## src/rtl/ffpa_pkg.sv

```systemverilog
`default_nettype none

package ffpa_pkg;

  localparam int NUM_PARTITIONS_DEF  = 256;
  localparam int PARTITION_BYTES_DEF = 10;

  // Largest request_bytes value the input field can carry.
  localparam int BYTES_MAX = 4095;

  localparam int BYTES_W  = 12;
  localparam int ID_W     = 16;
  localparam int STATUS_W = 3;
  localparam int START_W  = 8;
  localparam int COUNT_W  = 9;
  localparam int WASTE_W  = 4;
  localparam int FREE_W   = 9;

  localparam logic FUNC_ALLOC = 1'b0;
  localparam logic FUNC_FREE  = 1'b1;

  typedef enum logic [STATUS_W-1:0] {
    ST_ALLOCATED = 3'd0,
    ST_NO_ROOM   = 3'd1,
    ST_BAD_SIZE  = 3'd2,
    ST_FREED     = 3'd3,
    ST_NOT_FOUND = 3'd4
  } status_t;

  // Commands from the controller to the datapath.
  typedef struct packed {
    logic clear;
    logic load;
    logic scan;
    logic mark;
    logic finish;
  } ctrl_cmd_t;

  // Status from the datapath back to the controller.
  typedef struct packed {
    logic clear_last;
    logic scan_done;
    logic found;
    logic mark_last;
  } dp_status_t;

endpackage

`default_nettype wire

```

## src/rtl/ffpa_datapath.sv

```systemverilog
`default_nettype none

module ffpa_datapath
  import ffpa_pkg::*;
#(
  parameter int NUM_PARTITIONS  = NUM_PARTITIONS_DEF,
  parameter int PARTITION_BYTES = PARTITION_BYTES_DEF
) (
  input  wire logic               clk,
  input  wire logic               rst_n,
  input  wire ctrl_cmd_t          cmd,
  output      dp_status_t         sts,
  input  wire logic               in_func,
  input  wire logic [BYTES_W-1:0] in_request_bytes,
  input  wire logic [ID_W-1:0]    in_free_id,
  output      status_t            res_status,
  output      logic [START_W-1:0] res_start_index,
  output      logic [COUNT_W-1:0] res_partition_count,
  output      logic [ID_W-1:0]    res_owner_id,
  output      logic [WASTE_W-1:0] res_waste_bytes,
  output      logic [FREE_W-1:0]  res_free_partitions
);

  localparam int IDX_W = $clog2(NUM_PARTITIONS);
  localparam int CNT_W = $clog2(NUM_PARTITIONS + 1);
  localparam int RUN_W = $clog2(BYTES_MAX + PARTITION_BYTES + 1);
  localparam logic [IDX_W-1:0] LAST_IDX = IDX_W'(NUM_PARTITIONS - 1);
  localparam logic [CNT_W-1:0] NUM_CNT  = CNT_W'(NUM_PARTITIONS);
  localparam logic [RUN_W-1:0] PB_RUN   = RUN_W'(PARTITION_BYTES);

  // Owner table: one write port, one registered read port.
  logic [ID_W-1:0] mem [NUM_PARTITIONS];

  logic             mem_we;
  logic [IDX_W-1:0] mem_waddr;
  logic [ID_W-1:0]  mem_wdata;

  logic [IDX_W-1:0] clr_idx_r;
  logic [IDX_W-1:0] iss_idx_r;
  logic             iss_done_r;
  logic             rd_vld_r;
  logic [IDX_W-1:0] rd_idx_r;
  logic [ID_W-1:0]  rd_data_r;
  logic             scan_done_r;
  logic             found_r;

  logic               func_r;
  logic [BYTES_W-1:0] bytes_r;
  logic [ID_W-1:0]    fid_r;
  logic [CNT_W-1:0]   run_cnt_r;
  logic [RUN_W-1:0]   run_bytes_r;
  logic [IDX_W-1:0]   start_r;
  logic [IDX_W-1:0]   end_r;
  logic [IDX_W-1:0]   mark_idx_r;
  logic [CNT_W-1:0]   freed_cnt_r;

  logic [CNT_W-1:0] free_total_r;
  logic [CNT_W-1:0] free_total_nxt;
  logic [ID_W-1:0]  next_id_r;
  logic [ID_W-1:0]  next_id_nxt;
  logic [ID_W-1:0]  next_id_inc;

  status_t            out_status_r;
  logic [START_W-1:0] out_start_r;
  logic [COUNT_W-1:0] out_count_r;
  logic [ID_W-1:0]    out_id_r;
  logic [WASTE_W-1:0] out_waste_r;
  logic [FREE_W-1:0]  out_free_r;

  logic             scan_act;
  logic             rd_en;
  logic             proc;
  logic             entry_free;
  logic [RUN_W-1:0] run_bytes_sum;
  logic             hit_alloc;
  logic             match_free;
  logic             last_rd;
  logic             alloc_ok;
  logic             free_ok;
  status_t          status_nxt;

  assign scan_act      = cmd.scan && !scan_done_r;
  assign rd_en         = scan_act && !iss_done_r;
  assign proc          = scan_act && rd_vld_r;
  assign entry_free    = (rd_data_r == ID_W'(0));
  assign run_bytes_sum = run_bytes_r + PB_RUN;
  assign last_rd       = (rd_idx_r == LAST_IDX);
  // The run is long enough once its bytes cover the request, which also
  // rules out requests larger than the whole table.
  assign hit_alloc  = proc && (func_r == FUNC_ALLOC) && entry_free &&
                      (run_bytes_sum >= RUN_W'(bytes_r));
  assign match_free = proc && (func_r == FUNC_FREE) && (fid_r != ID_W'(0)) &&
                      (rd_data_r == fid_r);

  assign alloc_ok = (func_r == FUNC_ALLOC) && found_r;
  assign free_ok  = (func_r == FUNC_FREE) && (freed_cnt_r != CNT_W'(0));

  assign next_id_inc = next_id_r + ID_W'(1);
  assign next_id_nxt = (next_id_inc == ID_W'(0)) ? ID_W'(1) : next_id_inc;

  always_comb begin
    free_total_nxt = free_total_r;
    if (alloc_ok) begin
      free_total_nxt = free_total_r - run_cnt_r;
    end else if (free_ok) begin
      free_total_nxt = free_total_r + freed_cnt_r;
    end
  end

  always_comb begin
    priority if (func_r == FUNC_FREE) begin
      status_nxt = free_ok ? ST_FREED : ST_NOT_FOUND;
    end else if (bytes_r == BYTES_W'(0)) begin
      status_nxt = ST_BAD_SIZE;
    end else if (found_r) begin
      status_nxt = ST_ALLOCATED;
    end else begin
      status_nxt = ST_NO_ROOM;
    end
  end

  always_comb begin
    mem_we    = 1'b0;
    mem_waddr = clr_idx_r;
    mem_wdata = ID_W'(0);
    priority if (cmd.clear) begin
      mem_we = 1'b1;
    end else if (match_free) begin
      mem_we    = 1'b1;
      mem_waddr = rd_idx_r;
    end else if (cmd.mark) begin
      mem_we    = 1'b1;
      mem_waddr = mark_idx_r;
      mem_wdata = next_id_r;
    end
  end

  always_ff @(posedge clk) begin
    if (mem_we) begin
      mem[mem_waddr] <= mem_wdata;
    end
    if (rd_en) begin
      rd_data_r <= mem[iss_idx_r];
      rd_idx_r  <= iss_idx_r;
    end
  end

  always_ff @(posedge clk) begin
    if (!rst_n) begin
      clr_idx_r    <= '0;
      iss_idx_r    <= '0;
      iss_done_r   <= 1'b0;
      rd_vld_r     <= 1'b0;
      scan_done_r  <= 1'b0;
      found_r      <= 1'b0;
      free_total_r <= NUM_CNT;
      next_id_r    <= ID_W'(1);
    end else begin
      if (cmd.clear) begin
        clr_idx_r <= clr_idx_r + IDX_W'(1);
      end
      if (cmd.load) begin
        iss_idx_r   <= '0;
        iss_done_r  <= 1'b0;
        rd_vld_r    <= 1'b0;
        found_r     <= 1'b0;
        scan_done_r <= (in_func == FUNC_ALLOC) && (in_request_bytes == BYTES_W'(0));
      end else begin
        rd_vld_r <= rd_en;
        if (rd_en) begin
          iss_idx_r <= iss_idx_r + IDX_W'(1);
          if (iss_idx_r == LAST_IDX) begin
            iss_done_r <= 1'b1;
          end
        end
        if (hit_alloc) begin
          found_r     <= 1'b1;
          scan_done_r <= 1'b1;
        end else if (proc && last_rd) begin
          scan_done_r <= 1'b1;
        end
      end
      if (cmd.finish) begin
        free_total_r <= free_total_nxt;
        if (alloc_ok) begin
          next_id_r <= next_id_nxt;
        end
      end
    end
  end

  always_ff @(posedge clk) begin
    if (cmd.load) begin
      func_r      <= in_func;
      bytes_r     <= in_request_bytes;
      fid_r       <= in_free_id;
      run_cnt_r   <= '0;
      run_bytes_r <= '0;
      freed_cnt_r <= '0;
    end else if (proc && (func_r == FUNC_ALLOC)) begin
      if (entry_free) begin
        if (run_cnt_r == CNT_W'(0)) begin
          start_r    <= rd_idx_r;
          mark_idx_r <= rd_idx_r;
        end
        run_cnt_r   <= run_cnt_r + CNT_W'(1);
        run_bytes_r <= run_bytes_sum;
        if (hit_alloc) begin
          end_r <= rd_idx_r;
        end
      end else begin
        run_cnt_r   <= '0;
        run_bytes_r <= '0;
      end
    end else if (match_free) begin
      freed_cnt_r <= freed_cnt_r + CNT_W'(1);
    end else if (cmd.mark) begin
      mark_idx_r <= mark_idx_r + IDX_W'(1);
    end
  end

  always_ff @(posedge clk) begin
    if (cmd.finish) begin
      out_status_r <= status_nxt;
      out_free_r   <= FREE_W'(free_total_nxt);
      out_start_r  <= '0;
      out_count_r  <= '0;
      out_id_r     <= '0;
      out_waste_r  <= '0;
      if (alloc_ok) begin
        out_start_r <= START_W'(start_r);
        out_count_r <= COUNT_W'(run_cnt_r);
        out_id_r    <= next_id_r;
        out_waste_r <= WASTE_W'(run_bytes_r - RUN_W'(bytes_r));
      end else if (free_ok) begin
        out_count_r <= COUNT_W'(freed_cnt_r);
        out_id_r    <= fid_r;
      end
    end
  end

  assign sts.clear_last = (clr_idx_r == LAST_IDX);
  assign sts.scan_done  = scan_done_r;
  assign sts.found      = found_r;
  assign sts.mark_last  = (mark_idx_r == end_r);

  assign res_status          = out_status_r;
  assign res_start_index     = out_start_r;
  assign res_partition_count = out_count_r;
  assign res_owner_id        = out_id_r;
  assign res_waste_bytes     = out_waste_r;
  assign res_free_partitions = out_free_r;

  a_found_ends_scan: assert property (@(posedge clk) disable iff (!rst_n)
    found_r |-> scan_done_r)
    else $error("run found while scan still marked active");

  a_free_total_range: assert property (@(posedge clk) disable iff (!rst_n)
    free_total_r <= NUM_CNT)
    else $error("free partition total exceeds table size");

  a_next_id_nonzero: assert property (@(posedge clk) disable iff (!rst_n)
    next_id_r != ID_W'(0))
    else $error("id counter reached zero");

  a_mark_in_run: assert property (@(posedge clk) disable iff (!rst_n)
    cmd.mark |-> (found_r && mark_idx_r >= start_r && mark_idx_r <= end_r))
    else $error("marking outside the granted run");

endmodule

`default_nettype wire

```

## src/rtl/ffpa_controller.sv

```systemverilog
`default_nettype none

module ffpa_controller
  import ffpa_pkg::*;
(
  input  wire logic       clk,
  input  wire logic       rst_n,
  input  wire logic       in_valid,
  output      logic       in_ready,
  output      logic       out_valid,
  input  wire logic       out_ready,
  output      ctrl_cmd_t  cmd,
  input  wire dp_status_t sts
);

  typedef enum logic [4:0] {
    S_CLEAR = 5'b00001,
    S_IDLE  = 5'b00010,
    S_SCAN  = 5'b00100,
    S_MARK  = 5'b01000,
    S_RESP  = 5'b10000
  } state_t;

  state_t state_r;
  state_t state_nxt;
  logic   out_valid_r;
  logic   out_valid_nxt;
  logic   out_free;

  // The result register can be loaded once its previous result has moved on.
  assign out_free = !out_valid_r || out_ready;

  always_comb begin
    state_nxt     = state_r;
    cmd           = '0;
    out_valid_nxt = out_valid_r && !out_ready;
    unique case (state_r)
      S_CLEAR: begin
        cmd.clear = 1'b1;
        if (sts.clear_last) begin
          state_nxt = S_IDLE;
        end
      end
      S_IDLE: begin
        if (in_valid) begin
          cmd.load  = 1'b1;
          state_nxt = S_SCAN;
        end
      end
      S_SCAN: begin
        cmd.scan = 1'b1;
        if (sts.scan_done) begin
          state_nxt = sts.found ? S_MARK : S_RESP;
        end
      end
      S_MARK: begin
        cmd.mark = 1'b1;
        if (sts.mark_last) begin
          state_nxt = S_RESP;
        end
      end
      S_RESP: begin
        if (out_free) begin
          cmd.finish    = 1'b1;
          out_valid_nxt = 1'b1;
          state_nxt     = S_IDLE;
        end
      end
      default: begin
        state_nxt = S_CLEAR;
      end
    endcase
  end

  always_ff @(posedge clk) begin
    if (!rst_n) begin
      state_r     <= S_CLEAR;
      out_valid_r <= 1'b0;
    end else begin
      state_r     <= state_nxt;
      out_valid_r <= out_valid_nxt;
    end
  end

  assign in_ready  = (state_r == S_IDLE);
  assign out_valid = out_valid_r;

endmodule

`default_nettype wire

```

## src/rtl/first_fit_partition_allocator.sv

```systemverilog
`default_nettype none

// First-fit allocator over a table of NUM_PARTITIONS partitions of
// PARTITION_BYTES bytes each. After reset the owner table is cleared by a
// pass that writes one entry per cycle, and the input stays not ready until
// the pass ends. One request is handled at a time. An allocate is loaded, then
// scans the table one entry per cycle through the single read port of the
// owner table until the first fitting run ends, then writes the new id into
// the run at one partition per cycle, then posts the result once the output
// register is free. A rejected size skips the scan. A free always scans the
// whole table, clearing matches on the fly. The result sits in an output
// register, and the next request is accepted while it waits to be taken.
module first_fit_partition_allocator
  import ffpa_pkg::*;
#(
  parameter int NUM_PARTITIONS  = NUM_PARTITIONS_DEF,
  parameter int PARTITION_BYTES = PARTITION_BYTES_DEF
) (
  input  wire logic               clk,
  input  wire logic               rst_n,
  input  wire logic               in_valid,
  output      logic               in_ready,
  input  wire logic               in_func,
  input  wire logic [BYTES_W-1:0] in_request_bytes,
  input  wire logic [ID_W-1:0]    in_free_id,
  output      logic               out_valid,
  input  wire logic               out_ready,
  output      logic [STATUS_W-1:0] out_status,
  output      logic [START_W-1:0] out_start_index,
  output      logic [COUNT_W-1:0] out_partition_count,
  output      logic [ID_W-1:0]    out_owner_id,
  output      logic [WASTE_W-1:0] out_waste_bytes,
  output      logic [FREE_W-1:0]  out_free_partitions
);

  ctrl_cmd_t  cmd;
  dp_status_t sts;
  status_t    res_status;

  ffpa_controller u_ctrl (
    .clk       (clk),
    .rst_n     (rst_n),
    .in_valid  (in_valid),
    .in_ready  (in_ready),
    .out_valid (out_valid),
    .out_ready (out_ready),
    .cmd       (cmd),
    .sts       (sts)
  );

  ffpa_datapath #(
    .NUM_PARTITIONS  (NUM_PARTITIONS),
    .PARTITION_BYTES (PARTITION_BYTES)
  ) u_dp (
    .clk                 (clk),
    .rst_n               (rst_n),
    .cmd                 (cmd),
    .sts                 (sts),
    .in_func             (in_func),
    .in_request_bytes    (in_request_bytes),
    .in_free_id          (in_free_id),
    .res_status          (res_status),
    .res_start_index     (out_start_index),
    .res_partition_count (out_partition_count),
    .res_owner_id        (out_owner_id),
    .res_waste_bytes     (out_waste_bytes),
    .res_free_partitions (out_free_partitions)
  );

  assign out_status = res_status;

endmodule

`default_nettype wire
```

## config.mk

```make
export PLATFORM = sky130hd
export DESIGN_NAME = first_fit_partition_allocator
export DESIGN_NICKNAME = d
export VERILOG_FILES = /design/src/rtl/ffpa_pkg.sv /design/src/rtl/ffpa_datapath.sv /design/src/rtl/ffpa_controller.sv /design/src/rtl/first_fit_partition_allocator.sv
export SDC_FILE = /design/constraint.sdc
export NUM_CORES = 2
export LEC_CHECK = 0
export BUFFER_PORTS_ARGS = -buffer_cell sky130_fd_sc_hd__buf_2
export CAP_MARGIN = 15
export CORE_ASPECT_RATIO = 2
export CORE_UTILIZATION = 39
export CTS_CLUSTER_DIAMETER = 60
export DETAILED_ROUTE_END_ITERATION = 16
export MAX_ROUTING_LAYER = met4
export PLACE_DENSITY_LB_ADDON = 0.12
export SYNTH_ARGS = -nofsm -noshare
export SYNTH_HDL_FRONTEND = slang
export SYNTH_SLANG_ARGS = --single-unit
```

## constraint.sdc

```tcl
create_clock -name clk -period 8.9 [get_ports clk]
set_clock_uncertainty 0.05 [all_clocks]
set_input_delay 1.78 -clock clk [delete_from_list [all_inputs] [get_ports clk]]
set_output_delay 1.78 -clock clk [all_outputs]
set_load 0.01 [all_outputs]
```

==> results by stage <==
Synthesis:
- The library cell with the largest summed area after synthesis is edfxtp_1.
- In this run the biggest area consumer among cell types represents around 75% of the synthesized area.
- In the synthesized netlist the dominant register cell turns out to be edfxtp_1.
- Yosys attributes the largest share of cell area to edfxtp_1 (75%), mux4_2 (12%), mux2i_1 (2.3%).
- In this run, synthesis produced a sequential element count of 4303.
- The number of enable flip-flop cells after synthesis is 4222.
- The number of different library cells used by synthesis comes to 91.
- Counting every net in the synthesized netlist gives 8288.
- For this run, asynchronously set or reset flops after synthesis account for 0%.
- In the synthesized netlist, the number of instances is 8214.
- During synthesis, Yosys emitted a total of 0 warnings.
- Of the synthesized area, sequential elements account for between 70 and 80%.
- The synthesized area is 168000 um2.
- Counting instances in the post-synthesis netlist gives the leading cell types as edfxtp_1 (4222), mux4_2 (903), nor2_1 (397), mux2i_1 (385), nand2_1 (217).
- Each instance of the synthesized netlist takes up on average roughly 20 um2.
- In the post-synthesis netlist, the cell with the most instances is edfxtp_1.

Place:
- After legalization and detailed placement, the total HPWL measured 371000 um.
- In this run the tool buffered the top-level ports with 83 buffer cells.
- The minimum setup slack after placement is 3.57 ns.
- The global placer's final weighted congestion is 0.935.

Timing:
- The final critical path takes up 63.8% of the cycle.
- After routing, the total negative slack on setup checks comes to 0 ns.
- Setup repair after global routing left no endpoint under its margin.
- The slew at the pin closest to its max-slew limit is 1.34 ns.
- Measured against its own limit, the worst slew margin works out to roughly 11%.
- The final-report hold violation count is 0.
- Setup violations remaining at the end of the flow were counted as 0.
- The total count of max-transition violations in the final report came to 0.
- The final critical path time including I/O delays and setup is 5.68 ns.
- The worst hold slack after final layout is 0.433 ns.
- The achievable clock frequency is roughly 0.18 GHz.
- The worst path meets setup with 3.22 ns of slack.

Pwr:
- For this design the ratio of total power to cell area is 209 nW/um2.
- The clock power share is 42.5%.
- The part of the power in registers is 55.6%.
- For this design the static power due to leakage is 56.6 nW.
- The peak ir drop on the vdd network is around 0.00020 V.
- Net switching is about a fifth of the power.
- The combinational share of power is 1.9%.
- The net switching component of the power is 8.20 mW.
- Cell internal power was estimated by the tool at 31.4 mW.

Drt:
- The residual antenna-violating net count after detailed routing is 0.
- The final layout contains routed wiring with a total length of 574000 um.
- The number of iterations in the first detailed-routing pass is 8.
- The mean number of vias per cell is about 6.0.
- In the detailed route, the total length drawn on met2 is 300000 um.
- In the routed design, unresolved DRC markers number 0.
- The detailed router finished its first iteration with 9247 violations.
- The detailed router put a total of 202000 um of wire on met1.
- The number of vias after detailed routing is 87.0k.
- After detailed routing, the average wire length per cell comes to 39.4 um.
- The topmost layer with routed signal wires is met4.
- In the detailed route, the total length drawn on met3 is 28900 um.

GRT:
- The number of global-route vias before repair came to between 80k and 90k.
- Entering global routing, the biggest net connects about 150 pins.
- For this run, the total global-route usage over all layers was measured as 27.0%.
- The global-route wire length before repair is 775000 um.
- After global routing the overflow that remains totals 0.
- The initial antenna violation count is 34.

Clocking:
- No sink is reached through more buffers than the 4 on the longest clock path.
- The buffer cell driving the clock tree root is clkbuf_16.
- The number of buffers inserted by hold repair at cts is 0.
- The clock insertion delay at the later pin of the skew report is around 0.99 ns.
- Clock tree synthesis found a total of 4303 sinks.
- The CTS tree is yes.
- The clock buffer count from CTS is 379.
- After clock tree synthesis, the clock-pin slew on the worst setup and hold paths is 0.07 ns.
- The number of instances resized during post-cts repair is 0.
- CTS built an H-tree with a depth of 5.
- The post-CTS setup-driven buffer insertion count is 0.

Final layout:
- Compared with the post-synthesis result, the final layout area differs by 12.9%.
- Of the cells placed in the final design, the portion with a size suffix greater than 1 is 25.1%.
- The post-layout net count is 8650.
- The final-layout fill cell count is between 30k and 40k.

Floorplanning:
- The die covers around 430000 um2.
- Once the floorplan was initialized, standard cells occupied between 30% and 40% of the core.
- Measured along the y axis, the die boundary spans slightly above 900 um.
- 84 I/O pins were placed.
- The standard cell core area is 429000 um2.
- The standard-cell row count is 340.
- The floorplan step set the die width to roughly 470 um.

Critical path:
- STA classifies the critical path startpoint as a flip-flop.
- Along the worst path, the maximum fanout reaches 51.
- The setup slack on the worst flop-to-flop path is 3.22 ns.
- The cell with the largest stage delay on the worst path is a311oi_2.
- For the worst flop-to-flop path, the logic depth is 7.
- The origin of the critical flop-to-flop path is u_dp.iss_idx_r[0]$_SDFFE_PP0P_.
- Data on the critical path is required at its endpoint by 9.50 ns.
- By startpoint and endpoint, the worst setup path is classified as flip-flop to flip-flop.
- The largest single stage delay on the critical path is 1.28 ns.
- The signal on the critical path passes through buf_12 -> buf_4 -> mux4_2 -> a22oi_1 -> nand3_1 -> a311oi_2 -> nor3_1.
- The worst register-to-register path ends at u_dp.rd_data_r[4]$_DFFE_PP_.
- The type of destination of the critical path is a flip-flop.
- The endpoint arrival time on the critical path is 6.28 ns.

Worst hold path:
- The worst hold path begins at u_dp.run_bytes_r[12]$_SDFFE_PP0P_.
- The worst hold path stage count is 2.
- The class of the tightest hold or removal check is flip-flop to flip-flop.
- The worst hold path terminates at u_dp.run_bytes_r[12]$_SDFFE_PP0P_.

Run status:
- The flow ran to the end, and the final reports show no timing, DRC or antenna violations.

Flow run:
- The max capacitance violation total is 0.
==> worst max-delay path: cells and delay by family (launching register included) <==
kind	cells	cell delay (ns)
compound gates	2	1.47
simple gates	2	1.06
buf+inv	2	0.98
flops	1	0.91
mux	1	0.57
==> metrics by stage <==
step | power, mW | area (um2) | util, % | std cells
final | 39.6 | 190000 | 44.3 | 14500
after global routing | 40.5 | 190000 | 44.3 | 14500
after CTS | 39.8 | 190000 | 44.3 | 14500
after detailed placement | 23.2 | 177000 | 41.4 | 13800
after global placement | 23.2 | 177000 | 41.2 | 13800
after floorplan | 22.8 | 168000 | - | 8214
==> cell type report <==
type                       instances  area (um2)  area share [%]
inverter                          55         219           0.115
clock inverter                   221        2200            1.16
clock buffer                     463       10100            5.30
tap                             5643        7060            3.72
multi-input combinational       3368       37800            19.9
timing repair buffer             469        4090            2.15
antenna                           27        67.6          0.0356
sequential                      4303      128000            67.6
==> cell families (layout without fill, tap and decap cells) <==
family                     count (synthesis)  after routing  share of synthesized area, %
DFF                                     4303           4303                          76.3
muxes                                   1309           1309                          14.5
and+or+nand+nor                         1019           1019                          2.85
AOI/OAI and AO/OA                        903            903                          3.71
buffers and inverters                    543           1208                          1.76
xor gates and xnor gates                  96             96                         0.500
adders and majority gates                 41             41                         0.318
other                                      0             27                             0
==> layer usage <==
layer / vias to the layer above / track usage [%]
li1: 34800 / -
met1: 47600 / 29.7
met2: 3470 / 46.3
met3: 1016 / 3.14
met4: 0 / 17.2
met5: - / -
==> worst max-delay path by stage <==
stage                                        start                            to  slack (ns)
floorplan           u_ctrl.state_r[4]$_SDFFE_PN0P_     u_dp.mem[0][10]$_DFFE_PP_        0.15
finish              u_dp.iss_idx_r[0]$_SDFFE_PP0P_   u_dp.rd_data_r[4]$_DFFE_PP_        3.22
global route        u_dp.iss_idx_r[0]$_SDFFE_PP0P_   u_dp.rd_data_r[4]$_DFFE_PP_        3.34
detailed placement  u_dp.iss_idx_r[0]$_SDFFE_PP0P_   u_dp.rd_data_r[3]$_DFFE_PP_        3.57
global placement    u_dp.iss_idx_r[0]$_SDFFE_PP0P_   u_dp.rd_data_r[4]$_DFFE_PP_        3.09
CTS                 u_dp.iss_idx_r[3]$_SDFFE_PP0P_  u_dp.rd_data_r[12]$_DFFE_PP_        3.57
==> cell usage in the layout (no fill, tap or decap), types with 48 or more instances in the layout <==
cell / netlist / routed
clkbuf_1: 185 / 68
nor2_2: 0 / 150
nand3_1: 76 / 75
a22oi_1: 153 / 151
buf_4: 56 / 313
o21ai_0: 117 / 110
clkbuf_16: 0 / 388
nor2_1: 397 / 236
dfxtp_1: 81 / 73
xnor2_1: 59 / 59
a21oi_1: 174 / 170
nand2_1: 217 / 211
mux2i_1: 385 / 381
buf_2: 138 / 84
mux4_2: 903 / 903
clkinv_2: 0 / 65
o22ai_1: 81 / 81
edfxtp_1: 4222 / 4222
a221oi_1: 52 / 48
a211oi_1: 66 / 60
clkinv_1: 5 / 83
==> sequential cells by signal, indices dropped and copies added (netlist names), 9 cells and up <==
| name | count |
|---|---|
| u_dp.mem | 4096 |
| u_dp.rd_data_r | 16 |
| u_dp.bytes_r | 12 |
| u_dp.freed_cnt_r | 9 |
| u_dp.run_cnt_r | 9 |
| u_dp.next_id_r | 16 |
| u_dp.res_partition_count | 9 |
| u_dp.run_bytes_r | 12 |
| u_dp.fid_r | 16 |
| u_dp.free_total_r | 9 |
| u_dp.res_free_partitions | 9 |
| u_dp.res_owner_id | 16 |
==> power by group through the flow <==
| stage | logic [mW] | registers, mW | clock network, mW |
|---|---|---|---|
| floorplan | 0.324 | 22.5 | 0 |
| global placement | 0.697 | 22.5 | 0 |
| detailed placement | 0.707 | 22.5 | 0 |
| CTS | 0.711 | 22.0 | 17.1 |
| global route | 0.735 | 22.0 | 17.7 |
| finish | 0.735 | 22.0 | 16.8 |
Note: power is estimated with default switching activity, not from simulation.
